**src/rtl/hbch_isqrt.sv**
```systemverilog
module hbch_isqrt (
  input  logic        clk,
  input  logic        rst,
  input  logic        start,
  input  logic [47:0] value,
  output logic        done,
  output logic [23:0] root
);

  logic [47:0] v;
  logic [47:0] res;
  logic [47:0] one;
  logic [4:0]  cnt;
  logic        busy;
  logic [47:0] trial;

  assign trial = res + one;

  // two radicand bits per step, 24 steps
  always_ff @(posedge clk) begin
    if (rst) begin
      busy <= 1'b0;
      done <= 1'b0;
    end else begin
      done <= 1'b0;
      if (start) begin
        v    <= value;
        res  <= '0;
        one  <= 48'h4000_0000_0000;
        cnt  <= 5'd23;
        busy <= 1'b1;
      end else if (busy) begin
        if (v >= trial) begin
          v   <= v - trial;
          res <= (res >> 1) + one;
        end else begin
          res <= res >> 1;
        end
        one <= one >> 2;
        cnt <= cnt - 5'd1;
        if (cnt == 5'd0) begin
          busy <= 1'b0;
          done <= 1'b1;
        end
      end
    end
  end

  assign root = res[23:0];

endmodule

```
**config.mk**
```make
export PLATFORM = sky130hd
export DESIGN_NAME = hbch_isqrt
export DESIGN_NICKNAME = d
export VERILOG_FILES = /design/src/rtl/hbch_isqrt.sv
export SDC_FILE = /design/constraint.sdc
export NUM_CORES = 1
export LEC_CHECK = 0
export BUFFER_PORTS_ARGS = -buffer_cell sky130_fd_sc_hd__buf_4
export CAP_MARGIN = 20
export CORE_MARGIN = 2
export CORE_UTILIZATION = 30
export CTS_CLUSTER_DIAMETER = 40
export DETAILED_ROUTE_END_ITERATION = 10
export GPL_TIMING_DRIVEN = 1
export HOLD_SLACK_MARGIN = 0.1
export PLACE_DENSITY = 0.44
export SYNTH_ARGS = -nofsm -noshare
export SYNTH_HDL_FRONTEND = slang
export SYNTH_SLANG_ARGS = --single-unit
```
**constraint.sdc**
```tcl
create_clock -name clk -period 13.2 [get_ports clk]
set_input_delay 1.98 -clock clk [delete_from_list [all_inputs] [get_ports clk]]
set_output_delay 1.98 -clock clk [all_outputs]
set_load 0.005 [all_outputs]
```
# After elaboration in Yosys (flattened, before gate mapping)
# Cells that the tools add are included.
[classes] magnitude_cmp=1 n_bitwise=2 add_sub_neg=4 n_reduce_logical=6 n_mux=11
[ops] op="48-bit 2-to-1 mux" n=5
[ops] op="47-bit by 47-bit adder with 48-bit output" n=1
[ops] op="48-bit by 47-bit adder with 48-bit output" n=1
[ops] op="48-bit >= comparator" n=1
[ops] op="48-bit subtractor" n=1
[ops] op="47-bit 2-to-1 mux" n=1
[ops] op="5-bit logical NOT" n=1
[ops] op="5-bit 2-to-1 mux" n=1
[ops] op="5-bit by 1-bit subtractor with 5-bit output (second input constant)" n=1
[ops] op="1-bit 2-to-1 mux" n=4
[ops] op="2-bit nonzero test" n=2
[ops] op="3-bit AND reduction" n=1
[ops] op="3-bit OR reduction" n=1
[ops] op="1-bit NOT" n=2
[ops] op="2-bit AND reduction" n=1
[word_totals] regBits=127 wordCells=30 inputBits=51 output_inout_bits=25

# Depth between registers and ports, before layout
[depth] depth_word=5 mapped_depth=24 ltp_nobuf=21

# Worst setup path before layout
# Ideal clock, no wire load.
[synth_path] path_kind="in2reg" startpoint="input start" endpoint="register v[0] (enable)" n_path_buf=2 cell_stages=5 setup_time_ns=0.527 path_slack_ns=3.095 t_arrival_ns=9.578 required_ns=12.673 path_cell_list="clkbuf_1 -> clkbuf_1 -> nor2_1 -> nor2_1 -> a21boi_0"
[synth_between] elab_chain_len=2 elab_cells_between_ends=3
[synth_rtl] item="start, declared" line="4" rtl="input logic start,"
[synth_rtl] item="2-bit nonzero test (no source line)"
[synth_rtl] item="3-bit AND reduction (no source line) (*)"
[synth_rtl] item="end signal, assigned" line="27" rtl="v <= value;"
[synth_rtl] item="end signal, assigned" line="34" rtl="v <= v - trial;"
[synth_rtl] item="end, declared" line="10" rtl="logic [47:0] v;"
# Mark *: on every way between the ends. The rest lies on a longest branch, timed or not.
# A chain may end at the register's enable or synchronous reset.

# Worst setup path in the final report
[layout_path] startpoint="register res[0]" endpoint="register v[1] (enable)"
[layout_between] elab_chain_len=4
[layout_rtl] item="start, declared" line="11" rtl="logic [47:0] res;"
[layout_rtl] item="start signal, assigned" line="35" rtl="res <= (res >> 1) + one;"
[layout_rtl] item="start signal, assigned" line="37" rtl="res <= res >> 1;"
[layout_rtl] item="48-bit by 47-bit adder with 48-bit output" line="17" rtl="assign trial = res + one;"
[layout_rtl] item="48-bit >= comparator" line="33" rtl="if (v >= trial) begin"
[layout_rtl] item="2-bit nonzero test (no source line)"
[layout_rtl] item="3-bit AND reduction (no source line)"
# Every way passes these cells.

==> metrics.txt <==
number of port buffers=75; Tmin final=6.42 ns; worst rel slew slack=between 20 and 30%; RSZ-0062 raised after global routing=no; Power Total=between 1.5 and 2 mW; most frequent cell after synthesis=nand2_1; Int Power=1.13 mW; max-slew violations=0; register share of total power=29.4%; Hold Slack=around 0.47 ns; Final period util=48.6%; # diodes=0; Setup Fix Bufs, Post-CTS=0; worst r2r src=res[0]; Area Overhead vs Synth=12.3%; hold wc startpoint=busy; io pins=76; routed length per instance=18.3 um; Comb power frac=47.5%; Post-Route Skew=0.0136 ns; Place WS=6.84 ns; status=finished, final reports clean; crit start category=flip-flop; vias in the first global route=9,746; Power Dens Cells=roughly 150 nW/um^2; number of synthesized register bits=127; Peak Freq=156 MHz; Post-synth top flop=edfxtp_1; area share of the largest cell type after synthesis=32.6%; first-pass GRT wire length=54,600 um; Hold Buf Count CTS=0; RD Place Congestion=0.872; Worst-Skew Late Latency=roughly 0.44 ns; synth top area cells=edfxtp_1 33%, ha_1 11%, xor2_1 5.6%; Crit path required time=13.27 ns; Slew @ Worst Pin=1.08 ns; Die X=200 um; WP data arrival=roughly 6.5 ns; total gr overflow=0; Syn Area/Cell=8.71 um^2; clk root buf=clkbuf_16; Antenna Nets Post-Route=0; Leak Pwr=4.77 nW; CORE AREA=37,800 um^2; post_cts resized=0; Vias/cell=5.27; CTS tree=done; Crit. End Element=flip-flop; worst setup margin=roughly 6.8 ns; fin nets=1,503; Num CTS Buffers=17; Layout fillers=3,998; Longest Clk Path Bufs=2; Switching Share=about 42%; Design Area, Final=approximately 13,000 um^2; register area share after synthesis=32.9%; DR vias=9,887; Met2 Routed Length=between 15,000 and 20,000 um; TritonRoute pass-1 iters=5; Synth Cell Area=11,500 um^2; M1 WL=~16,000 um; Setup-failing EPs final=0; Rows=71; register area=3790 um^2; clock network power share=23.1%; CP Class=flip-flop to flip-flop; Worst Path Max Fanout=48; Post-synth top cells=161 x nand2_1, 125 x edfxtp_1, 115 x nor2_1; initial antenna violation count=0; DRC marker count from the first detailed-route iteration=552; Detailed Place HPWL=26,000 um; largest net degree at the start of global routing=79; Worst-path clk slew=~0.060 ns; Final Hold Viols=0; metal3 WL=1190 um; clk sinks=127; total negative slack=0 ns; Synth area leader=edfxtp_1; CTS HTree Levels=4; CP Launch Point=res[0]; Syn Inst Count=1,323; area of placed instances=12,400 um^2; Initial Util=between 30% and 40%; asr flop ratio synth=0%; max-cap violation count=0; DRC=0; Post-Syn Nets=1,475; Max Used Layer=met4; die height=200 um; NetSw=831 uW; peak supply drop=0.0870 mV; die area=40,000 um^2; area occupied by multi-input gates=7250 um^2; Worst Hold Class=flip-flop to flip-flop; EDFF count, synth=125; Routed WL=34,300 um; Synth cell types=78; overall routing resource usage=between 10% and 20%; ratio of cells with drive above 1 in the final layout=12.2%; Yosys warning count=0
path summary, 6_finish.rpt:
kind / to / slack [ns] / cells past startpoint
max: v[1] / 6.78 / 21
min: done / 0.47 / 1
max reg2reg: v[1] / 6.78 / 21
min reg2reg: done / 0.47 / 1
metrics by stage:
stage | util [%] | std cells
after floorplan | - | 1323
after global placement | 32.9 | 1843
after detailed placement | 32.9 | 1843
after CTS | 34.3 | 1875
after global routing | 34.3 | 1875
final | 34.3 | 1875
worst max-delay path: stages (launching register included):
cell and delay (ns):
edfxtp_1 0.41, ha_1 0.25, ha_1 0.21, a21oi_1 0.20
o21bai_1 0.12, a31o_2 0.28, a21oi_1 0.57, o21ai_0 0.23
a21boi_0 0.43, nor4_1 0.08, o21ai_0 0.24, xor2_1 0.12
ha_1 0.39, nand2_1 0.14, nor4_2 0.55, nand4_1 0.15
nor3_1 0.22, o31a_1 0.27, a211oi_4 0.06, buf_4 0.29
a21boi_4 0.18, buf_4 0.57
cell type report:
class / instances / area share, %
Clock inverter: 15 / 0.870
Clock buffer: 17 / 3.29
Sequential cell: 127 / 29.3
Timing Repair Buffer: 82 / 4.75
Multi-Input combinational cell: 1093 / 56.0
Inverter: 30 / 0.870
Tap cell: 511 / 4.94
flip-flops by register name, summed over array words and instances, names as in the netlist:
signal  flops
one        24
res        48
cnt         5
done        1
v          48
busy        1
power by group through the flow:
stage / clock network [mW] / registers [mW] / logic [mW]
floorplan: 0 / 0.562 / 0.717
global placement: 0 / 0.586 / 0.927
detailed placement: 0 / 0.586 / 0.926
CTS: 0.459 / 0.578 / 0.933
global route: 0.473 / 0.584 / 1.05
finish: 0.452 / 0.576 / 0.928
kinds of logic (layout without fill, tap and decap cells):
logic type / count (synthesis) / count (layout) / synth area share, %
and+or+nand+nor: 446 / 446 / 18.1
AOI/OAI and AO/OA: 413 / 413 / 23.4
xor gates and xnor gates: 127 / 127 / 9.65
DFF: 127 / 127 / 32.9
buffers and inverters: 103 / 144 / 4.38
adders and majority gates: 101 / 101 / 11.0
muxes: 6 / 6 / 0.543
layer usage:
metal | global-route usage, % | vias to the layer above
li1 | - | 4959
met1 | 22.7 | 4706
met2 | 31.3 | 203
met3 | 2.34 | 19
met4 | 3.98 | 0
met5 | 0 | -
cells in the final DEF (no fill, tap or decap), types with 8 or more instances in the layout:
cell	instances
o21bai_1	19
nor2_1	114
nor3_1	23
ha_1	100
o211ai_1	9
xnor2_1	53
nor2b_1	37
inv_1	29
o31ai_1	11
xor2_1	74
edfxtp_1	125
and3_1	9
a211oi_1	24
o21a_1	12
or3_1	10
clkbuf_16	17
a31oi_1	46
a21o_1	17
nand2_1	161
nand4_1	25
nand3_1	26
a31o_2	15
a21oi_1	88
buf_4	82
o21ai_1	8
o21ai_0	109
Note: power is estimated with default switching activity, not from simulation.
