$ cat config.mk
export PLATFORM = sky130hd
export DESIGN_NAME = hbch_div
export DESIGN_NICKNAME = d
export VERILOG_FILES = /design/src/rtl/hbch_pkg.sv /design/src/rtl/hbch_div.sv
export SDC_FILE = /design/constraint.sdc
export NUM_CORES = 1
export LEC_CHECK = 0
export ABC_AREA = 1
export BUFFER_PORTS_ARGS = -buffer_cell sky130_fd_sc_hd__buf_2
export CAP_MARGIN = 20
export CORE_MARGIN = 5
export CORE_UTILIZATION = 30
export DETAILED_ROUTE_END_ITERATION = 16
export GPL_ROUTABILITY_DRIVEN = 0
export PLACE_DENSITY_LB_ADDON = 0.08
export SYNTH_ARGS = -nofsm -noshare
export SYNTH_HDL_FRONTEND = slang
export SYNTH_SLANG_ARGS = --single-unit
$ cat constraint.sdc
create_clock -name clk -period 13.85 [get_ports clk]
set_input_delay 0.6925 -clock clk [delete_from_list [all_inputs] [get_ports clk]]
set_output_delay 0.6925 -clock clk [all_outputs]
set_load 0.02 [all_outputs]
$ cat src/rtl/hbch_pkg.sv
package hbch_pkg;

  localparam logic [1:0] CMD_LOAD  = 2'd0;
  localparam logic [1:0] CMD_FRAME = 2'd1;
  localparam logic [1:0] CMD_READ  = 2'd2;

  localparam logic [1:0] CFG_BOX_W   = 2'd0;
  localparam logic [1:0] CFG_BOX_H   = 2'd1;
  localparam logic [1:0] CFG_MIN_D   = 2'd2;
  localparam logic [1:0] CFG_BIN_W   = 2'd3;

  localparam int DIV_W = 48;
  localparam logic [5:0] DIV_BITS_NARROW = 6'd24;
  localparam logic [5:0] DIV_BITS_WIDE   = 6'd48;

  // 1/K of the rotation pass in Q2.30
  localparam logic [31:0] CORDIC_INIT = 32'h26DD3B6A;

  typedef struct packed {
    logic       start;
    logic [5:0] nbits;
  } div_req_t;

  typedef struct packed {
    logic [23:0]        mx;
    logic [23:0]        my;
    logic signed [15:0] cr;
    logic signed [15:0] ci;
  } bond_t;

  typedef struct packed {
    logic signed [47:0] sr;
    logic signed [47:0] si;
    logic [31:0]        cnt;
  } hist_t;

  // binary angles of atan(2^-i), one turn = 2^32
  function automatic logic [31:0] angle_step(input logic [4:0] idx);
    logic [31:0] a;
    case (idx)
      5'd0:  a = 32'h20000000;
      5'd1:  a = 32'h12E4051E;
      5'd2:  a = 32'h09FB385B;
      5'd3:  a = 32'h051111D4;
      5'd4:  a = 32'h028B0D43;
      5'd5:  a = 32'h0145D7E1;
      5'd6:  a = 32'h00A2F61E;
      5'd7:  a = 32'h00517C55;
      5'd8:  a = 32'h0028BE53;
      5'd9:  a = 32'h00145F2F;
      5'd10: a = 32'h000A2F98;
      5'd11: a = 32'h000517CC;
      5'd12: a = 32'h00028BE6;
      5'd13: a = 32'h000145F3;
      5'd14: a = 32'h0000A2F9;
      5'd15: a = 32'h0000517C;
      5'd16: a = 32'h000028BE;
      5'd17: a = 32'h0000145F;
      5'd18: a = 32'h00000A2F;
      5'd19: a = 32'h00000517;
      5'd20: a = 32'h0000028B;
      5'd21: a = 32'h00000145;
      5'd22: a = 32'h000000A2;
      5'd23: a = 32'h00000051;
      default: a = 32'h0;
    endcase
    return a;
  endfunction

endpackage

$ cat src/rtl/hbch_div.sv
module hbch_div (
  input  logic                 clk,
  input  logic                 rst,
  input  hbch_pkg::div_req_t   req,
  input  logic [47:0]          dividend,
  input  logic [47:0]          divisor,
  output logic                 done,
  output logic [47:0]          quotient,
  output logic [47:0]          remainder
);

  logic [47:0] num;
  logic [47:0] den;
  logic [47:0] rem;
  logic [47:0] quo;
  logic [5:0]  idx;
  logic        busy;
  logic [48:0] shifted;
  logic        ge;
  logic [48:0] diff;

  // restoring division, one quotient bit per cycle
  always_comb begin
    shifted = {rem, num[idx]};
    ge      = shifted >= {1'b0, den};
    diff    = shifted - {1'b0, den};
  end

  always_ff @(posedge clk) begin
    if (rst) begin
      busy <= 1'b0;
      done <= 1'b0;
    end else begin
      done <= 1'b0;
      if (req.start) begin
        num  <= dividend;
        den  <= divisor;
        rem  <= '0;
        quo  <= '0;
        idx  <= req.nbits - 6'd1;
        busy <= 1'b1;
      end else if (busy) begin
        rem <= ge ? diff[47:0] : shifted[47:0];
        quo <= {quo[46:0], ge};
        idx <= idx - 6'd1;
        if (idx == 6'd0) begin
          busy <= 1'b0;
          done <= 1'b1;
        end
      end
    end
  end

  assign quotient  = quo;
  assign remainder = rem;

endmodule

; After elaboration in Yosys (flattened, before gate mapping)
; Cells that the tools add are included.
; Widths: inputs -> output; s select.
[classes]
add_sub_neg = 3
n_mul = 0
n_div = 0
n_lt_le_gt_ge = 2
n_eq_ne = 0
shift = 0
muxes = 11
bitwise_logic = 2
n_reduce_logical = 5
[ops]
columns = operator, count
row1 = $mux 48, 3
row2 = $ge 49x48->1, 1
row3 = $sub 48x48->48, 1
row4 = $mux 6, 2
row5 = $sub 6x1->6 const B, 2
row6 = $lt 6x7->1 const B, 1
row7 = $bmux 1 s6, 1
row8 = $logic_not 6->1, 1
row9 = $mux 1, 5
row10 = $reduce_and 2->1, 2
row11 = $reduce_or 3->1, 1
row12 = $not 1->1, 2
row13 = $reduce_bool 2->1, 1
[totals]
regBits = 200
latch_bits = 0
ramBits = 0
mem_bits_ro = 0
out_inout_bits = 97
memories = 0

; Depth between registers and ports, before layout
[logic_depth]
ltp_word = 5
ltp_mapped = 28

; Least setup slack after synthesis
; No wires, ideal clock.
[synth_path]
kind = in2reg
from = input port req[6] (netlist bit)
to = register idx[0] (enable)
arrival_time_ns = 6.046
t_required_ns = 13.253
setup_slack_ns = 7.206
path_stages = 4
path_buffers = 2
cell_sequence = inv_1 -> clkbuf_1 -> buf_1 -> a21oi_1
[synth_between]
elab_chain_cells = 2
[synth_rtl]
columns = element, line
row1 = "start, declared", hbch_div.sv:4  ; input hbch_pkg::div_req_t req,
row2 = $reduce_bool 2->1 (no source line), --
row3 = $reduce_and 2->1 (no source line), --
row4 = "end signal, assigned", hbch_div.sv:40  ; idx <= req.nbits - 6'd1;
row5 = "end signal, assigned", hbch_div.sv:45  ; idx <= idx - 6'd1;
row6 = "end, declared", hbch_div.sv:16  ; logic [5:0] idx;
; Every way passes these cells.
; A chain may end at the register's enable or synchronous reset.

; Worst setup path in the final report
[layout_path]
from = register idx[0]
to = register rem[39], in the netlist remainder[39], data pin
[layout_between]
elab_chain_cells = 5
[layout_rtl]
columns = element, line
row1 = $bmux 1 s6 (*), hbch_div.sv:24  ; shifted = {rem, num[idx]};
row2 = $mux 1 (not written as such) (*), hbch_div.sv:24
row3 = $sub 48x48->48 or $ge 49x48->1 (tied branches), "hbch_div.sv:26, hbch_div.sv:25"
row4 = $mux 48 (*), hbch_div.sv:43  ; rem <= ge ? diff[47:0] : shifted[47:0];
row5 = $mux 48 (*), hbch_div.sv:42  ; end else if (busy) begin
row6 = "end signal, assigned", hbch_div.sv:43
row7 = "end, declared", hbch_div.sv:14  ; logic [47:0] rem;
; Mark *: on every way between the ends. The rest lies on a longest branch, timed or not. The select of a mux whose other input is x is not followed.

==> impl_metrics.py <==
metrics = {
    "timing": {
        "hold_violations": 0,
        "slew_viol_final": 0,
        "finalCritPeriodShare_pct": 38.3,
        "skew_ps": 18.1,
        "worst_slew_pin_slew_ps": 969,
        "finalSetupViolCount": 0,
        "rsz0062_at_grt": "no",
        "setup_ws_ps": 8550,
        "period_needed_ps": 5300,
        "fmax_mhz": 189,
        "fin_tns_setup_ps": 0,
        "maxSlewHeadroom_pct": 35.4,
    },
    "routing": {
        "drc": 0,
        "wl_um": 37800,
        "drt-pass1-iter-count": 4,
        "antenna_left": 0,
        "vias": 10500,
        "drt_iter0_markers": 669,
        "viasPerCell": 4.39,
        "wl_per_cell_um": 15.8,
    },
    "cells_and_area": {
        "multi_input_area_um2": 5100,
        "seq_area_um2": 5990,
        "syn2layout_area_growth_pct": 16.8,
        "drive_gt1_share_pct": 15.9,
        "fin_util_pct": 35.3,
        "nNetsFinal": 1990,
        "fill_cells": 4481,
    },
    "placement": {
        "dp_hpwl_um": 29500,
        "portBuffers": 201,
        "dp_slack_ps": 8500,
    },
    "clock_network": {
        "h-tree-depth": 4,
        "cts_tree": "built",
        "cts_resized": 0,
        "post_cts_buffers": 0,
        "hold_buffers": 0,
        "cts_sinks": 200,
        "cts_buffer_depth": 2,
        "clk_latency_ps": 490,
        "cts-root-buf": "clkbuf_16",
        "clkTransAtPathRegs_ps": 80,
        "numCtsBuffers": 17,
    },
    "floorplanning": {
        "die-area_um2": 46200,
        "core-area_um2": 41800,
        "start_util_pct": 30.2,
        "die_w_um": 215,
        "ioPinCount": 202,
        "die_y_um": 215,
        "rows": 75,
    },
    "pwr": {
        "power_density_nw_per_um2": 123,
        "p_leak_uw": 0.00751,
        "total_power_uw": 1820,
        "ir_drop_mv": 0.0859,
    },
    "setup_path": {
        "crit_family": "simple AND/OR/NAND/NOR gates",
        "r2r_cells": 21,
        "crit_chain": "clkinv_1, o21ai_0, o211ai_1, nand3_1, nand2_1, nand3_1, nand2_1, inv_1, ha_1, nand2_1, nor2_1, nand3_1, nor2_1, nand2_1, nand3_2, nor2_4, nand2_4, nand2_2, nand2_1, nand2_1, inv_1",
        "cp.required_ps": 14100,
        "cp_num_buf_inv": 3,
        "worst_path_max_delay_cell": "edfxtp_1",
        "max_stage_delay_ps": 860,
        "critPathLaunchType": "flip-flop",
        "crit_path_end_kind": "flip-flop",
        "rr_endpoint": "remainder[39]",
        "cp_max_fo": 31,
        "worstPathArrival_ps": 5550,
        "ff2ff_setup_slack_ps": 8550,
        "worstSetupPathType": "flip-flop to flip-flop",
        "crit_path_frequent_cell": "nand2_1",
        "worstReg2RegStart": "idx[0]",
    },
    "yosys": {
        "syn-cell-area_um2": 12600,
        "yosysMostFrequentCell": "nand2_1",
        "syn-instance-count": 1641,
        "synth_ff_type": "edfxtp_1",
        "ys.warnings.count": 0,
        "synthTopCellsByArea": "edfxtp_1, nand2_1, inv_1",
        "synth_common_cells": "nand2_1, inv_1, edfxtp_1, nor2_1, nand3_1",
        "async_flop_share_pct": 0,
        "yosysTopAreaCell": "edfxtp_1",
        "yosysSeqAreaShare_pct": 47.5,
        "avgSynthCellArea_um2": 7.68,
        "synth_seq_cells": 200,
        "synthesis.nets": 1796,
        "synth_enable_flop_cells": 198,
        "synth_top_area_share_pct": 47.2,
        "ys_types": 41,
    },
    "global_route": {
        "grt_pass1_wl_um": 59000,
        "overflow": 0,
        "grt_max_degree": 67,
        "grtUsageTotal_pct": 16.5,
        "first_global_vias": 10900,
        "antenna_found_initial": 10,
    },
    "job": {
        "max_cap_viol_count": 0,
    },
    "run_status": {
        "status": "finished, final reports clean",
    },
    "worst_hold_path": {
        "hold_path_end": "den[24]",
        "whs_path_depth": 1,
        "hp-class": "input port to flip-flop",
        "min_from": "divisor[24]",
    },
}
[worst register-to-register path, stage by stage (launching register included)]
cell and delay [ps]:
edfxtp_1 860, clkinv_1 820, o21ai_0 400, o211ai_1 120, nand3_1 100, nand2_1 50
nand3_1 60, nand2_1 100, inv_1 70, ha_1 230, nand2_1 90, nor2_1 50
nand3_1 80, nor2_1 50, nand2_1 60, nand3_2 80, nor2_4 690, nand2_4 470
nand2_2 460, nand2_1 110, nand2_1 70, inv_1 40
[metrics by stage]
| step | hold slack (ps) | cells | area [um2] |
|---|---|---|---|
| 3_3_place_gp | 533 | 2355 | 14200 |
| 2_1_floorplan | 511 | 1641 | 12600 |
| 4_1_cts | 325 | 2387 | 14700 |
| 5_1_grt | 327 | 2388 | 14700 |
| 6_report | 366 | 2391 | 14700 |
| 3_5_place_dp | 546 | 2355 | 14200 |
[report_power, final]
| group | switching (uW) | leakage, uW | internal (uW) |
|---|---|---|---|
| logic | 377 | 0.00531 | 178 |
| registers | 32.9 | 0.00192 | 732 |
| clock network | 258 | 0.000278 | 238 |
| total | 669 | 0.00751 | 1150 |
[layer usage]
layer	global-route usage (%)	wire, um	vias to the layer above
met2	26.6	17100	220
met4	5.88	1000	12
met3	5.46	2370	61
li1	-	-	5446
met1	20.8	17300	4760
met5	0	71	-
[layout make-up]
cell class,count,area share [%]
inverters,360,9.18
clock inverters,14,0.909
flip-flops and latches,200,40.7
diodes,4,0.0680
clock buffers,18,2.91
well taps,539,4.58
repair buffers,206,7.09
multi-input cells,1050,34.6
[worst max-delay path by stage]
stage	slack, ps	cells past startpoint	start	endpoint
2_1_floorplan	7210	4	req[6]	idx[0]
3_3_place_gp	8710	23	idx[0]	remainder[44]
3_5_place_dp	8500	21	idx[0]	remainder[39]
4_1_cts	8470	21	idx[0]	remainder[39]
5_1_grt	7860	21	idx[0]	remainder[36]
6_report	8550	21	idx[0]	remainder[39]
[logic make-up (layout without fill, tap and decap cells)]
group,after synthesis,after routing,synth area share (%)
AOI/OAI and AO/OA,57,57,2.48
xor gates and xnor gates,28,28,1.95
adders and majority gates,50,50,5.02
buffers and inverters,391,598,12.2
DFF,200,200,47.5
other,0,4,0
and+or+nand+nor,915,915,30.8
[state kept, by name, indices dropped and copies added (netlist names)]
name / cells
num: 48
remainder: 48
quotient: 48
idx: 6
done: 1
den: 48
busy: 1
[cell usage in the layout (no fill, tap or decap), types with 5 or more instances in the layout]
| master | Yosys | final |
|---|---|---|
| nand2_1 | 539 | 539 |
| inv_1 | 347 | 346 |
| buf_2 | 8 | 201 |
| edfxtp_1 | 198 | 198 |
| nor2_1 | 192 | 191 |
| nand3_1 | 90 | 90 |
| ha_1 | 49 | 49 |
| a21oi_1 | 32 | 31 |
| nand3b_1 | 31 | 31 |
| xor2_1 | 25 | 25 |
| clkbuf_16 | 0 | 17 |
| nor2_2 | 14 | 14 |
| o21ai_0 | 13 | 13 |
| inv_2 | 12 | 13 |
| nand2_2 | 10 | 10 |
| nand4_1 | 9 | 9 |
| nand3_2 | 8 | 8 |
| nor3_1 | 5 | 5 |
| buf_4 | 0 | 5 |
Note: power is estimated with default switching activity, not from simulation.
