--- src/rtl/hbch_pkg.sv ---
package hbch_pkg;

  localparam logic [1:0] CMD_LOAD  = 2'd0;
  localparam logic [1:0] CMD_FRAME = 2'd1;
  localparam logic [1:0] CMD_READ  = 2'd2;

  localparam logic [1:0] CFG_BOX_W   = 2'd0;
  localparam logic [1:0] CFG_BOX_H   = 2'd1;
  localparam logic [1:0] CFG_MIN_D   = 2'd2;
  localparam logic [1:0] CFG_BIN_W   = 2'd3;

  localparam int DIV_W = 48;
  localparam logic [5:0] DIV_BITS_NARROW = 6'd24;
  localparam logic [5:0] DIV_BITS_WIDE   = 6'd48;

  // 1/K of the rotation pass in Q2.30
  localparam logic [31:0] CORDIC_INIT = 32'h26DD3B6A;

  typedef struct packed {
    logic       start;
    logic [5:0] nbits;
  } div_req_t;

  typedef struct packed {
    logic [23:0]        mx;
    logic [23:0]        my;
    logic signed [15:0] cr;
    logic signed [15:0] ci;
  } bond_t;

  typedef struct packed {
    logic signed [47:0] sr;
    logic signed [47:0] si;
    logic [31:0]        cnt;
  } hist_t;

  // binary angles of atan(2^-i), one turn = 2^32
  function automatic logic [31:0] angle_step(input logic [4:0] idx);
    logic [31:0] a;
    case (idx)
      5'd0:  a = 32'h20000000;
      5'd1:  a = 32'h12E4051E;
      5'd2:  a = 32'h09FB385B;
      5'd3:  a = 32'h051111D4;
      5'd4:  a = 32'h028B0D43;
      5'd5:  a = 32'h0145D7E1;
      5'd6:  a = 32'h00A2F61E;
      5'd7:  a = 32'h00517C55;
      5'd8:  a = 32'h0028BE53;
      5'd9:  a = 32'h00145F2F;
      5'd10: a = 32'h000A2F98;
      5'd11: a = 32'h000517CC;
      5'd12: a = 32'h00028BE6;
      5'd13: a = 32'h000145F3;
      5'd14: a = 32'h0000A2F9;
      5'd15: a = 32'h0000517C;
      5'd16: a = 32'h000028BE;
      5'd17: a = 32'h0000145F;
      5'd18: a = 32'h00000A2F;
      5'd19: a = 32'h00000517;
      5'd20: a = 32'h0000028B;
      5'd21: a = 32'h00000145;
      5'd22: a = 32'h000000A2;
      5'd23: a = 32'h00000051;
      default: a = 32'h0;
    endcase
    return a;
  endfunction

endpackage

--- src/rtl/hbch_cordic.sv ---
module hbch_cordic #(
  parameter int STEPS = 16
) (
  input  logic               clk,
  input  logic               rst,
  input  logic               start,
  input  logic signed [25:0] dx,
  input  logic signed [25:0] dy,
  output logic               done,
  output logic signed [15:0] cos_q,
  output logic signed [15:0] sin_q
);

  localparam logic [1:0] PH_IDLE = 2'd0;
  localparam logic [1:0] PH_VEC  = 2'd1;
  localparam logic [1:0] PH_SET  = 2'd2;
  localparam logic [1:0] PH_ROT  = 2'd3;

  logic [1:0]         phase;
  logic signed [33:0] x;
  logic signed [33:0] y;
  logic signed [33:0] xs;
  logic signed [33:0] ys;
  logic signed [33:0] x_n;
  logic signed [33:0] y_n;
  logic signed [33:0] xf;
  logic signed [33:0] yf;
  logic signed [33:0] x0;
  logic signed [33:0] y0;
  logic [31:0]        ang;
  logic [31:0]        ang_n;
  logic [31:0]        a;
  logic [31:0]        th6;
  logic               flip;
  logic [4:0]         i;
  logic               pos;

  function automatic logic signed [15:0] to_q15(input logic signed [33:0] v);
    logic signed [34:0] r;
    r = ($signed({v[33], v}) + 35'sd16384) >>> 15;
    if (r > 35'sd32767) return 16'sh7FFF;
    else if (r < -35'sd32768) return 16'sh8000;
    else return r[15:0];
  endfunction

  // one add/sub/shift datapath serves both the vectoring and the rotation pass
  always_comb begin
    xs    = x >>> i;
    ys    = y >>> i;
    a     = hbch_pkg::angle_step(i);
    pos   = (phase == PH_VEC) ? y[33] : !ang[31];
    x_n   = pos ? x - ys : x + ys;
    y_n   = pos ? y + xs : y - xs;
    ang_n = pos ? ang - a : ang + a;
    th6   = {ang[29:0], 2'b00} + {ang[30:0], 1'b0};
    x0    = {{2{dx[25]}}, dx, 6'b0};
    y0    = {{2{dy[25]}}, dy, 6'b0};
    xf    = flip ? -x_n : x_n;
    yf    = flip ? -y_n : y_n;
  end

  always_ff @(posedge clk) begin
    if (rst) begin
      phase <= PH_IDLE;
      done  <= 1'b0;
    end else begin
      done <= 1'b0;
      unique case (phase)
        PH_IDLE: begin
          if (start) begin
            i <= '0;
            if (dx == 26'sd0 && dy == 26'sd0) begin
              ang   <= '0;
              phase <= PH_SET;
            end else begin
              phase <= PH_VEC;
              if (x0 < 34'sd0) begin
                x   <= -x0;
                y   <= -y0;
                ang <= 32'h8000_0000;
              end else begin
                x   <= x0;
                y   <= y0;
                ang <= '0;
              end
            end
          end
        end
        PH_VEC: begin
          x   <= x_n;
          y   <= y_n;
          ang <= ang_n;
          if (i == 5'(STEPS - 1)) phase <= PH_SET;
          else i <= i + 5'd1;
        end
        PH_SET: begin
          // fold the second and third quadrant by a half turn
          if (th6[31] ^ th6[30]) begin
            ang  <= {~th6[31], th6[30:0]};
            flip <= 1'b1;
          end else begin
            ang  <= th6;
            flip <= 1'b0;
          end
          x     <= {2'b00, hbch_pkg::CORDIC_INIT};
          y     <= '0;
          i     <= '0;
          phase <= PH_ROT;
        end
        PH_ROT: begin
          x   <= x_n;
          y   <= y_n;
          ang <= ang_n;
          if (i == 5'(STEPS - 1)) begin
            cos_q <= to_q15(xf);
            sin_q <= to_q15(yf);
            done  <= 1'b1;
            phase <= PH_IDLE;
          end else begin
            i <= i + 5'd1;
          end
        end
        default: phase <= PH_IDLE;
      endcase
    end
  end

endmodule

--- config.mk ---
export PLATFORM = sky130hd
export DESIGN_NAME = hbch_cordic
export DESIGN_NICKNAME = d
export VERILOG_FILES = /design/src/rtl/hbch_pkg.sv /design/src/rtl/hbch_cordic.sv
export SDC_FILE = /design/constraint.sdc
export NUM_CORES = 1
export LEC_CHECK = 0
export BUFFER_PORTS_ARGS = -buffer_cell sky130_fd_sc_hd__buf_2
export CAP_MARGIN = 20
export CELL_PAD_IN_SITES_DETAIL_PLACEMENT = 0
export CELL_PAD_IN_SITES_GLOBAL_PLACEMENT = 1
export CORE_ASPECT_RATIO = 1.4
export CORE_MARGIN = 10
export CORE_UTILIZATION = 50
export CTS_CLUSTER_DIAMETER = 150
export DETAILED_ROUTE_END_ITERATION = 8
export HOLD_SLACK_MARGIN = 0.03
export PLACE_DENSITY_LB_ADDON = 0.08
export SLEW_MARGIN = 10
export SYNTH_ARGS = -nofsm -noshare
export SYNTH_HDL_FRONTEND = slang
export SYNTH_SLANG_ARGS = --single-unit
--- constraint.sdc ---
create_clock -name clk -period 25.2 [get_ports clk]
set_clock_uncertainty 0.15 [all_clocks]
set_input_delay 2.52 -clock clk [delete_from_list [all_inputs] [get_ports clk]]
set_output_delay 2.52 -clock clk [all_outputs]
set_load 0.05 [all_outputs]
# == Word-level counts from Yosys, hierarchy flattened ==
# Memories as Yosys holds them, arrays and structs flattened. A register that Yosys moved wholly into a read port is not among the register bits.
# Cells that the tools add are included.
# W data, S select, Z words.
# classes
add_sub_neg,14
magnitude_cmp,5
n_eq_ne,9
n_shift,2
mux,32
n_bitwise,4
reduce_logical,13
# ops
operator,n
$mux W34,10
$pmux W34 S3,2
$mux W32,5
$pmux W32 S3,1
$add A34 B16 Y35 const B,2
$add A34 B34 Y34,2
$neg A32 Y34,2
$neg A34 Y34,2
$sshr A34 B5 Y34,2
$sub A34 B34 Y34,2
$add A32 B32 Y32,2
$logic_not A26 Y1,2
$gt A20 B16 Y1 const B,2
$lt A20 B16 Y1 const B,2
$lt A32 B1 Y1 const B,1
$mux W16,2
$sub A32 B32 Y32,1
$mux W5,3
$pmux W5 S3,1
$reduce_and A3 Y1,4
$mux W2,4
$ne A2 B2 Y1 const B,4
$pmux W2 S4,1
$add A5 B1 Y5 const B,1
12 further kinds,19
# totals
ff_bits,141
mem_bits_ro,960
input_bits,55
out_inout_bits,33
elab_cells,89
mem_count,1
# mem_list
memory,words,width,read_ports,rd_ports_with_merged_regs,wr,line,rtl
(name not given),32,30,1,1,0,hbch_pkg.sv:40,case (idx)

# == Depth between registers and ports, before layout ==
# Gate-level depths: netlist of the first run.
# logic_depth
depth_word,8
ltp_mapped,37

# == Worst setup path after synthesis of the first run ==
# Ideal clock, no wire load.
# synth_timing
kind,reg2reg
start,reg i[1]
end,reg cos_q[12] (data pin)
setup_time_ps,263
t_arrival_ps,7682
slack_ps,17105
path_stages_with_launch,35
cell_sequence,edfxtp_1 -> buf_2 -> buf_2 -> buf_2 -> buf_4 -> buf_2 -> mux4_2 -> mux2_2 -> mux4_2 -> nor3b_2 -> and4_1 -> inv_1 -> o21ai_0 -> xor2_1 -> ha_1 -> and2_1 -> clkbuf_1 -> or3_1 -> a211oi_1 -> o211a_1 -> nand3_1 -> or4_1 -> clkbuf_1 -> o21ai_0 -> xnor2_1 -> ha_1 -> inv_1 -> a211oi_1 -> o21ai_1 -> nor3_1 -> and4_1 -> o21ai_0 -> a22oi_1 -> buf_2 -> o21ai_0
# synth_via
elab_chain_cells,8
# synth_rtl
item,line,rtl
from (decl),hbch_cordic.sv:35,logic [4:0] i;
from (signal assigned),hbch_cordic.sv:94,else i <= i + 5'd1;
from (signal assigned),hbch_cordic.sv:120,i <= i + 5'd1;
$sshr A34 B5 Y34 (*),hbch_cordic.sv:49,ys = y >>> i;
$add A34 B34 Y34 or $sub A34 B34 Y34 (tied branches),hbch_cordic.sv:52,x_n = pos ? x - ys : x + ys;
$mux W34 (*),hbch_cordic.sv:52,
$neg A34 Y34,hbch_cordic.sv:58,xf = flip ? -x_n : x_n;
$mux W34 (*),hbch_cordic.sv:58,
$add A34 B16 Y35 (*),hbch_cordic.sv:40,"r = ($signed({v[33], v}) + 35'sd16384) >>> 15;"
$lt A20 B16 Y1,hbch_cordic.sv:42,else if (r < -35'sd32768) return 16'sh8000;
$mux W16,hbch_cordic.sv:42,
to (signal assigned),hbch_cordic.sv:115,cos_q <= to_q15(xf);
to (decl),hbch_cordic.sv:10,"output logic signed [15:0] cos_q,"
# Mark *: on every way between the ends. The rest lies on a longest branch, timed or not.
# A chain may end at the register's enable or synchronous reset.

# == Worst setup path after layout of the first run ==
# layout_timing
start,reg i[1]
end,reg cos_q[11] (data pin)
# The elaborated chain is that of the path after synthesis.

==> results of run 1 <==
[sequential cells by signal (all words and copies together), names as in the netlist]
signal	flops
sin_q	16
phase	2
a	30
i	5
y	34
cos_q	16
x	34
flip	1
ang	32
done	1
[placed cells by master, fill, tap and decap left out, drive strengths merged, types with 20 or more instances in the layout]
cell	n
mux4	85
and3	27
a211oi	33
edfxtp	138
o211ai	22
dfxtp	33
mux2i	50
a31oi	40
o21ai	242
buf	117
nor2	205
nand4	27
xnor2	173
a21o	48
nor4	20
o22ai	30
xor2	119
a21oi	211
clkbuf	22
nand3	54
ha	146
o31ai	38
a21boi	21
and2	27
mux2	38
nor3	64
nand2	280
nand2b	27
nor2b	23
inv	88
o21a	28
or3	41
[area by class of cell]
| cell class | instances | area [µm²] |
|---|---|---|
| Tap cell | 617 | 772 |
| Clock buffer | 22 | 528 |
| Multi-Input combinational cell | 2363 | 17300 |
| Clock inverter | 10 | 83.8 |
| Inverter | 82 | 308 |
| Sequential cell | 171 | 4800 |
| Fill cell | 4412 | 21300 |
| Timing Repair Buffer | 117 | 668 |
[layer usage]
metal / track usage / share of wire
met3: 0.0333 / 0.056
met1: 0.302 / 0.38
met4: 0.156 / 0.058
met2: 0.492 / 0.51
met5: 0 / 0
[path summary, 6_finish.rpt]
| path | startpoint | to | slack, ns | depth (start not counted) |
|---|---|---|---|---|
| max | i[1] | cos_q[11] | 15.44 | 30 |
| min | phase[1] | phase[1] | 0.40 | 2 |
| max reg2reg | i[1] | cos_q[11] | 15.44 | 30 |
| min reg2reg | phase[1] | phase[1] | 0.40 | 2 |
[worst max-delay path: cells and delay by family, from the launching register on]
kind | cells | cell delay [ns]
AND/OR/NAND/NOR | 11 | 2.71
flip-flops | 1 | 0.77
AO/OA/AOI/OAI | 11 | 3.24
buffers and inverters | 2 | 0.77
multiplexers | 3 | 1.16
adder cells (fa/ha/maj) | 1 | 0.30
XOR/XNOR | 2 | 0.30
[kinds of logic (layout without fill, tap and decap cells)]
logic type                 after synthesis  after routing  synth area share
and+or+nand+nor                        871            871             0.184
buffers and inverters                  236            231            0.0425
muxes                                  173            173             0.124
xor gates and xnor gates               292            292             0.112
AOI/OAI and AO/OA                      876            876             0.246
adders and majority gates              151            151            0.0833
DFF                                    171            171             0.209
[per-stage QoR]
step	hold WS [ns]	util	setup WS (ns)	std cells	area, µm²
2_1_floorplan	0.353	-	17.11	2770	23000
3_3_place_gp	0.372	0.521	15.42	3349	23800
3_5_place_dp	0.382	0.521	15.15	3349	23800
4_1_cts	0.392	0.535	15.07	3381	24400
5_1_grt	0.463	0.535	14.37	3382	24500
6_report	0.396	0.535	15.44	3382	24500
==> impl_metrics.toml, run 1 <==
[cts]
clk_latency_ns = 0.49
cts_max_level = 4
ctsHoldBuffers = 0
clock-sinks = 171
postCtsSetupBuffers = 0
cts_tree = "yes"
cts_resized = 0
cts-buffers-inserted = 17
clk_pin_slew_ns = 0.07
cts-root-buf = "clkbuf_16"
clk_path_buf_depth = 2

[cells_and_area]
drive_gt1_frac = 0.118
syn_to_final_growth_pct = 6.27
insertedDiodeCount = 0
nNetsFinal = 2957

[synthesis]
syn_nets = 2975
netlist_top_cells_area = "edfxtp_1, mux4_2, ha_1"
syn_avg_cell_area_um2 = 8.31
synth.top_cell.area_share = 0.180
ys_types = 100
synthCells = 2770
ys_ff_latch = 171
synth_largest_area_cell = "edfxtp_1"
synthTopCellsByCount = "nand2_1, o21ai_0, a21oi_1, nor2_1, xnor2_1"
synth-edff-count = 138
async_reset_ff_frac = 0
yosysSeqAreaShare = 0.209
ys.flop_type = "edfxtp_1"
netlist_area_um2 = 23000
yosysMostFrequentCell = "nand2_1"
yosysWarningCount = 0

[die]
die_h_um = 274
start_util = 0.503
placementRows = 93
io_pins = 88
die-area_um2 = 55100
coreArea_um2 = 45700
die_w_um = 201

[critical_path]
cp-start-kind = "register"
worst_path_largest_cell_delay_ns = 0.77
cp.required_ns = 25.24
cp_slowest_cell = "edfxtp_1"
critPathArrivalTime_ns = 9.79
end_kind = "register"
path_max_fanout = 48
cp_common_cell = "o21ai_0"
critPathKind = "register to register"

[grt]
grt_pass1_wl_mm = 119
grt.total_usage = 0.271
grt_max_degree = 92
antenna_found_initial = 0
grt-ovfl-total = 0
grt_pass1_vias = 21000

[sta]
fmax_mhz = 102
worstMarginPinSlew_ns = 1.10
hold_viol = 0
grt_setup_unrepaired = "false"
tns_ns = 0
period_minus_slack_ns = 9.76
fin_crit_sh = 0.387
finalSetupViolations = 0
relSlewSlack = 0.265
drv_slew = 0

[placed_design]
port_buffers = 87
dp_hpwl_mm = 60.2
place_congestion = 0.967

[detailed_routing]
first_iter_violations = 1996
wl_mm = 77.4
num_vias = 22100
ant_nets = 0
drt_first_pass_iters = 6
avgViaCountPerCell = 6.54
drc = 0
wl_per_cell_um = 22.9

[run]
maxCapViolCount = 0

[hold_path]
hold_path_class = "register to register"

[run_status]
outcome = "finished, final reports clean"
Power of run 1 is not shown: default switching activity piles up to over one toggle a cycle in this logic, so the estimate is an artifact.
==> inputs of run 2 (changes only) <==
==> constraint.sdc (replaced) <==
create_clock -name clk -period 9.23 [get_ports clk]
set_clock_uncertainty 0.15 [all_clocks]
set_input_delay 0.923 -clock clk [delete_from_list [all_inputs] [get_ports clk]]
set_output_delay 0.923 -clock clk [all_outputs]
set_load 0.05 [all_outputs]
==> run 2 against run 1 <==
Non-clock buffer count grew 47. Hold slack gained 0.0093 ns. Global-route usage grew 1.0 points. Register-to-register slack lost 15 ns. Critical path depth is the same. Clock-buffer cell count shrank 4. Setup slack lost 15 ns. First-iteration DRC count shrank 2.7%. Via count grew 0.89%. Sequential share of layout area shrank 0.32 points.
==> impl_metrics.toml, run 2 (synthesis gave the netlist of run 1 again) <==
[cells_and_area]
layout_commonest_cell = "nand2_1"
layout_common_cells = "nand2_1, o21ai_0, a21oi_1, nor2_1, xnor2_1"
drive_gt1_frac = 0.134
reg_top3 = "x x34, y x34, ang x32"
nNetsFinal = 3004
syn_to_final_growth_pct = 8.02
finalNonFillerCells = 3431
fin_util = 0.544

[die]
die_h_um = 274
die_w_um = 201
io_pins = 88
coreArea_um2 = 45700
placementRows = 93
die-area_um2 = 55100
start_util = 0.503

[run]
maxCapViolCount = 0

[sta]
timing.hold.ws_ns = 0.406
finalSetupViolations = 0
fin_crit_sh = 0.940
relSlewSlack = 0.262
hold_viol = 0
period_minus_slack_ns = 8.68
worstMarginPinSlew_ns = 1.09
drv_slew = 0
fmax_mhz = 115

[cts]
clk_pin_slew_ns = 0.08
cts-buffers-inserted = 17
clk_latency_ns = 0.49
cts_max_level = 4
cts-root-buf = "clkbuf_16"
clock-sinks = 171
clk_path_buf_depth = 2
cts_tree = "yes"

[placed_design]
placed_cells = 3385
port_buffers = 87
place_congestion = 0.973
dp_hpwl_mm = 62.8

[grt]
grt_pass1_wl_mm = 124
grt_max_degree = 69
grt-ovfl-total = 0
grt.total_usage = 0.282
antenna_found_initial = 1
grt_pass1_vias = 21800

[critical_path]
cp_slowest_cell = "mux4_2"
cp_common_cell = "buf_4"
r2r-end = "sin_q[9]"
r2r-start = "i[0]"
path_max_fanout = 46
critPathKind = "register to register"
cp-start-kind = "register"
rr_worst_depth = 30
critPathArrivalTime_ns = 8.76
ff2ff_setup_slack_ns = 0.55
cp.required_ns = 9.32
end_kind = "register"
worst_path_largest_cell_delay_ns = 0.64

[detailed_routing]
first_iter_violations = 1943
drc = 0
num_vias = 22300
wl_mm = 79.8
avgViaCountPerCell = 6.50
drt_first_pass_iters = 7
wl_per_cell_um = 23.3
ant_nets = 0

[hold_path]
holdPathStages = 2
whs_endpoint = "phase[1]"
min_from = "phase[1]"
hold_path_class = "register to register"

[run_status]
outcome = "finished, final reports clean"
run 2: timing repair:
item / CTS / global route
hold buffers: 0 / 0
buffers inserted: 0 / 12
setup endpoints to repair: 0 / 30
resized for setup: 0 / 5
run 2: cell type report:
type                       instances  area (µm²)
timing repair buffer             164        1070
antenna                            2        5.00
clock inverter                    14         128
tap                              617         772
fill                            4322       20900
clock buffer                      18         450
sequential                       171        4800
inverter                          82         308
multi-input combinational       2363       17300
run 2: critical path: cells and delay by family (launching register included):
kind	cells	cell delay, ns
buffers and inverters	5	0.96
AND/OR/NAND/NOR	8	2.20
flip-flops	1	0.44
AO/OA/AOI/OAI	11	2.30
XOR/XNOR	2	0.39
adder cells (fa/ha/maj)	1	0.43
multiplexers	3	1.50
run 2: worst max path at each step:
stage | start | slack, ns | endpoint | depth (start not counted)
5_1_grt | i[0] | -0.009 | sin_q[9] | 30
4_1_cts | i[1] | 0.26 | sin_q[4] | 29
6_report | i[0] | 0.55 | sin_q[9] | 30
2_1_floorplan | i[1] | 1.14 | cos_q[12] | 34
3_5_place_dp | i[1] | 0.27 | sin_q[1] | 29
3_3_place_gp | i[1] | 0.39 | sin_q[4] | 27
run 2: metal layers:
metal,vias to the layer above,wire length [µm],global-route usage,share of wire
met1,10700,30100,0.309,0.38
met5,-,7,0,0.000088
li1,10500,-,-,-
met2,862,40600,0.514,0.51
met4,2,4420,0.149,0.055
met3,243,4690,0.0438,0.059
run 2: per-stage QoR:
step	setup slack, ns	area, µm²	setup TNS [ns]
2_1_floorplan	1.14	23000	0
3_3_place_gp	0.392	24100	0
3_5_place_dp	0.274	24100	0
4_1_cts	0.256	24700	0
5_1_grt	-0.00890	24900	-0.0316
6_report	0.552	24900	0
Power of run 2 is left out for the same reason.
==> inputs of run 3 (changes only) <==
--- a/config.mk
+++ b/config.mk
@@ -15,7 +15,7 @@
 export CTS_CLUSTER_DIAMETER = 150
 export DETAILED_ROUTE_END_ITERATION = 8
 export HOLD_SLACK_MARGIN = 0.03
-export PLACE_DENSITY_LB_ADDON = 0.08
+export PLACE_DENSITY = 0.91
 export SLEW_MARGIN = 10
 export SYNTH_ARGS = -nofsm -noshare
 export SYNTH_HDL_FRONTEND = slang
==> run 3 against run 2 <==
Global-route usage decreased by 1.9 points. Critical path depth decreased by 3. Wire length shrank 5.2%. Via count rose by 1.4%. Non-clock buffer count shrank 8. Die area stayed put. Register-to-register slack lost 0.08 ns. Hold slack lost 0.0095 ns. Utilization is 0.12 points lower. Fmax fell by 0.90%. Setup slack worse by 0.079 ns. Largest cell class unchanged. Critical path type unchanged. Clock-buffer cell count did not move.
==> impl_metrics.toml, run 3 (synthesis gave the netlist of run 1 again) <==
[detailed_routing]
wl_mm = 75.6
avgViaCountPerCell = 6.61
wl_per_cell_um = 22.1
num_vias = 22600
drt_first_pass_iters = 6
drc = 0
ant_nets = 0
first_iter_violations = 2085

[cells_and_area]
fillers = 4381
layout_commonest_cell = "nand2_1"
drive_gt1_frac = 0.132
syn_to_final_growth_pct = 7.78
layout_common_cells = "nand2_1, o21ai_0, a21oi_1, nor2_1, xnor2_1"
nNetsFinal = 2996
multi_input_area_um2 = 17300
seq_area_um2 = 4800
reg_top3 = "x x34, y x34, ang x32"

[hold_path]
hold_path_class = "register to register"
holdPathStages = 2

[die]
io_pins = 88
die_h_um = 274
start_util = 0.503
die_w_um = 201
coreArea_um2 = 45700
placementRows = 93
die-area_um2 = 55100

[cts]
cts-root-buf = "clkbuf_16"
clk_path_buf_depth = 2
clock-sinks = 171
cts_max_level = 4
clk_pin_slew_ns = 0.07
cts-buffers-inserted = 17
cts_tree = "yes"
clk_latency_ns = 0.49

[sta]
worstMarginPinSlew_ns = 1.11
relSlewSlack = 0.256
tns_ns = 0
hold_viol = 0
period_minus_slack_ns = 8.76
finalSetupViolations = 0
fmax_mhz = 114
drv_slew = 0
fin_crit_sh = 0.949

[critical_path]
end_kind = "register"
rr_worst_depth = 27
path_max_fanout = 24
critPathArrivalTime_ns = 8.94
cp.required_ns = 9.41
critPathKind = "register to register"
cp-start-kind = "register"

[placed_design]
dp_hpwl_mm = 58.6
port_buffers = 87
place_congestion = 1.03

[grt]
grt_pass1_wl_mm = 117
grt_pass1_vias = 22000
grt-ovfl-total = 0
grt.total_usage = 0.262
antenna_found_initial = 2
grt_max_degree = 69

[run_status]
outcome = "finished, final reports clean"

[run]
maxCapViolCount = 0
[run 3: cell types whose count changed in the layout (fill, tap and decap cells not counted), moves of 2 or more]
cell,previous run,this run
inv_8,3,1
buf_4,71,61
buf_12,5,7
clkinv_2,1,4
inv_1,79,81
nor4_1,19,17
[run 3: cell type report]
class | count | share of cell area
inverter | 82 | 0.0124
timing repair buffer | 156 | 0.0419
tap | 617 | 0.0311
clock inverter | 14 | 0.00383
clock buffer | 18 | 0.0182
sequential | 171 | 0.194
antenna | 1 | 0.000101
multi-input combinational | 2363 | 0.699
[run 3: stage by stage]
step | cells | cell area (µm²) | setup slack, ns | hold WS [ns] | util
6_report | 3422 | 24800 | 0.473 | 0.396 | 0.542
5_1_grt | 3421 | 24800 | -0.00270 | 0.450 | 0.542
4_1_cts | 3408 | 24600 | 0.120 | 0.401 | 0.539
3_5_place_dp | 3376 | 24100 | 0.148 | 0.392 | 0.527
3_3_place_gp | 3376 | 24100 | 0.391 | 0.375 | 0.527
2_1_floorplan | 2770 | 23000 | 1.14 | 0.353 | -
[run 3: timing repair]
| item | CTS | global route |
|---|---|---|
| setup buffers | 0 | 12 |
| endpoints found under the setup margin | 0 | 30 |
| resized for setup | 0 | 8 |
| hold buffers | 0 | 0 |
[run 3: worst max-delay path, cell delays in order (launching register included)]
cell,delay (ns)
edfxtp_1,0.61
buf_12,0.27
mux4_2,0.56
mux4_2,0.51
nor3_1,0.30
a31oi_1,0.14
nor3b_2,0.34
nand2_1,0.11
nor2_1,0.12
and2_1,0.22
inv_1,0.05
o21ai_0,0.19
xor2_1,0.19
ha_1,0.33
and3_1,0.21
a221oi_1,0.47
a21boi_0,0.34
a21o_1,0.30
a2111oi_1,0.57
nand2b_1,0.29
nor4_2,0.37
nor4b_2,0.46
mux2i_1,0.28
o21ai_0,0.15
o41ai_1,0.52
a211oi_1,0.15
buf_4,0.20
o21ai_0,0.18
[run 3: metal layers]
metal	global-route usage	share of wire	up-vias
met4	0.145	0.056	0
li1	-	-	10500
met1	0.284	0.37	10900
met3	0.0400	0.064	247
met5	0	0	-
met2	0.481	0.51	950
[run 3: path summary, 6_finish.rpt]
path            start  endpoint  slack (ns)
max              i[0]  cos_q[7]        0.47
min          phase[1]  phase[1]        0.40
max reg2reg      i[0]  cos_q[7]        0.47
min reg2reg  phase[1]  phase[1]        0.40
Power of run 3 is left out for the same reason.
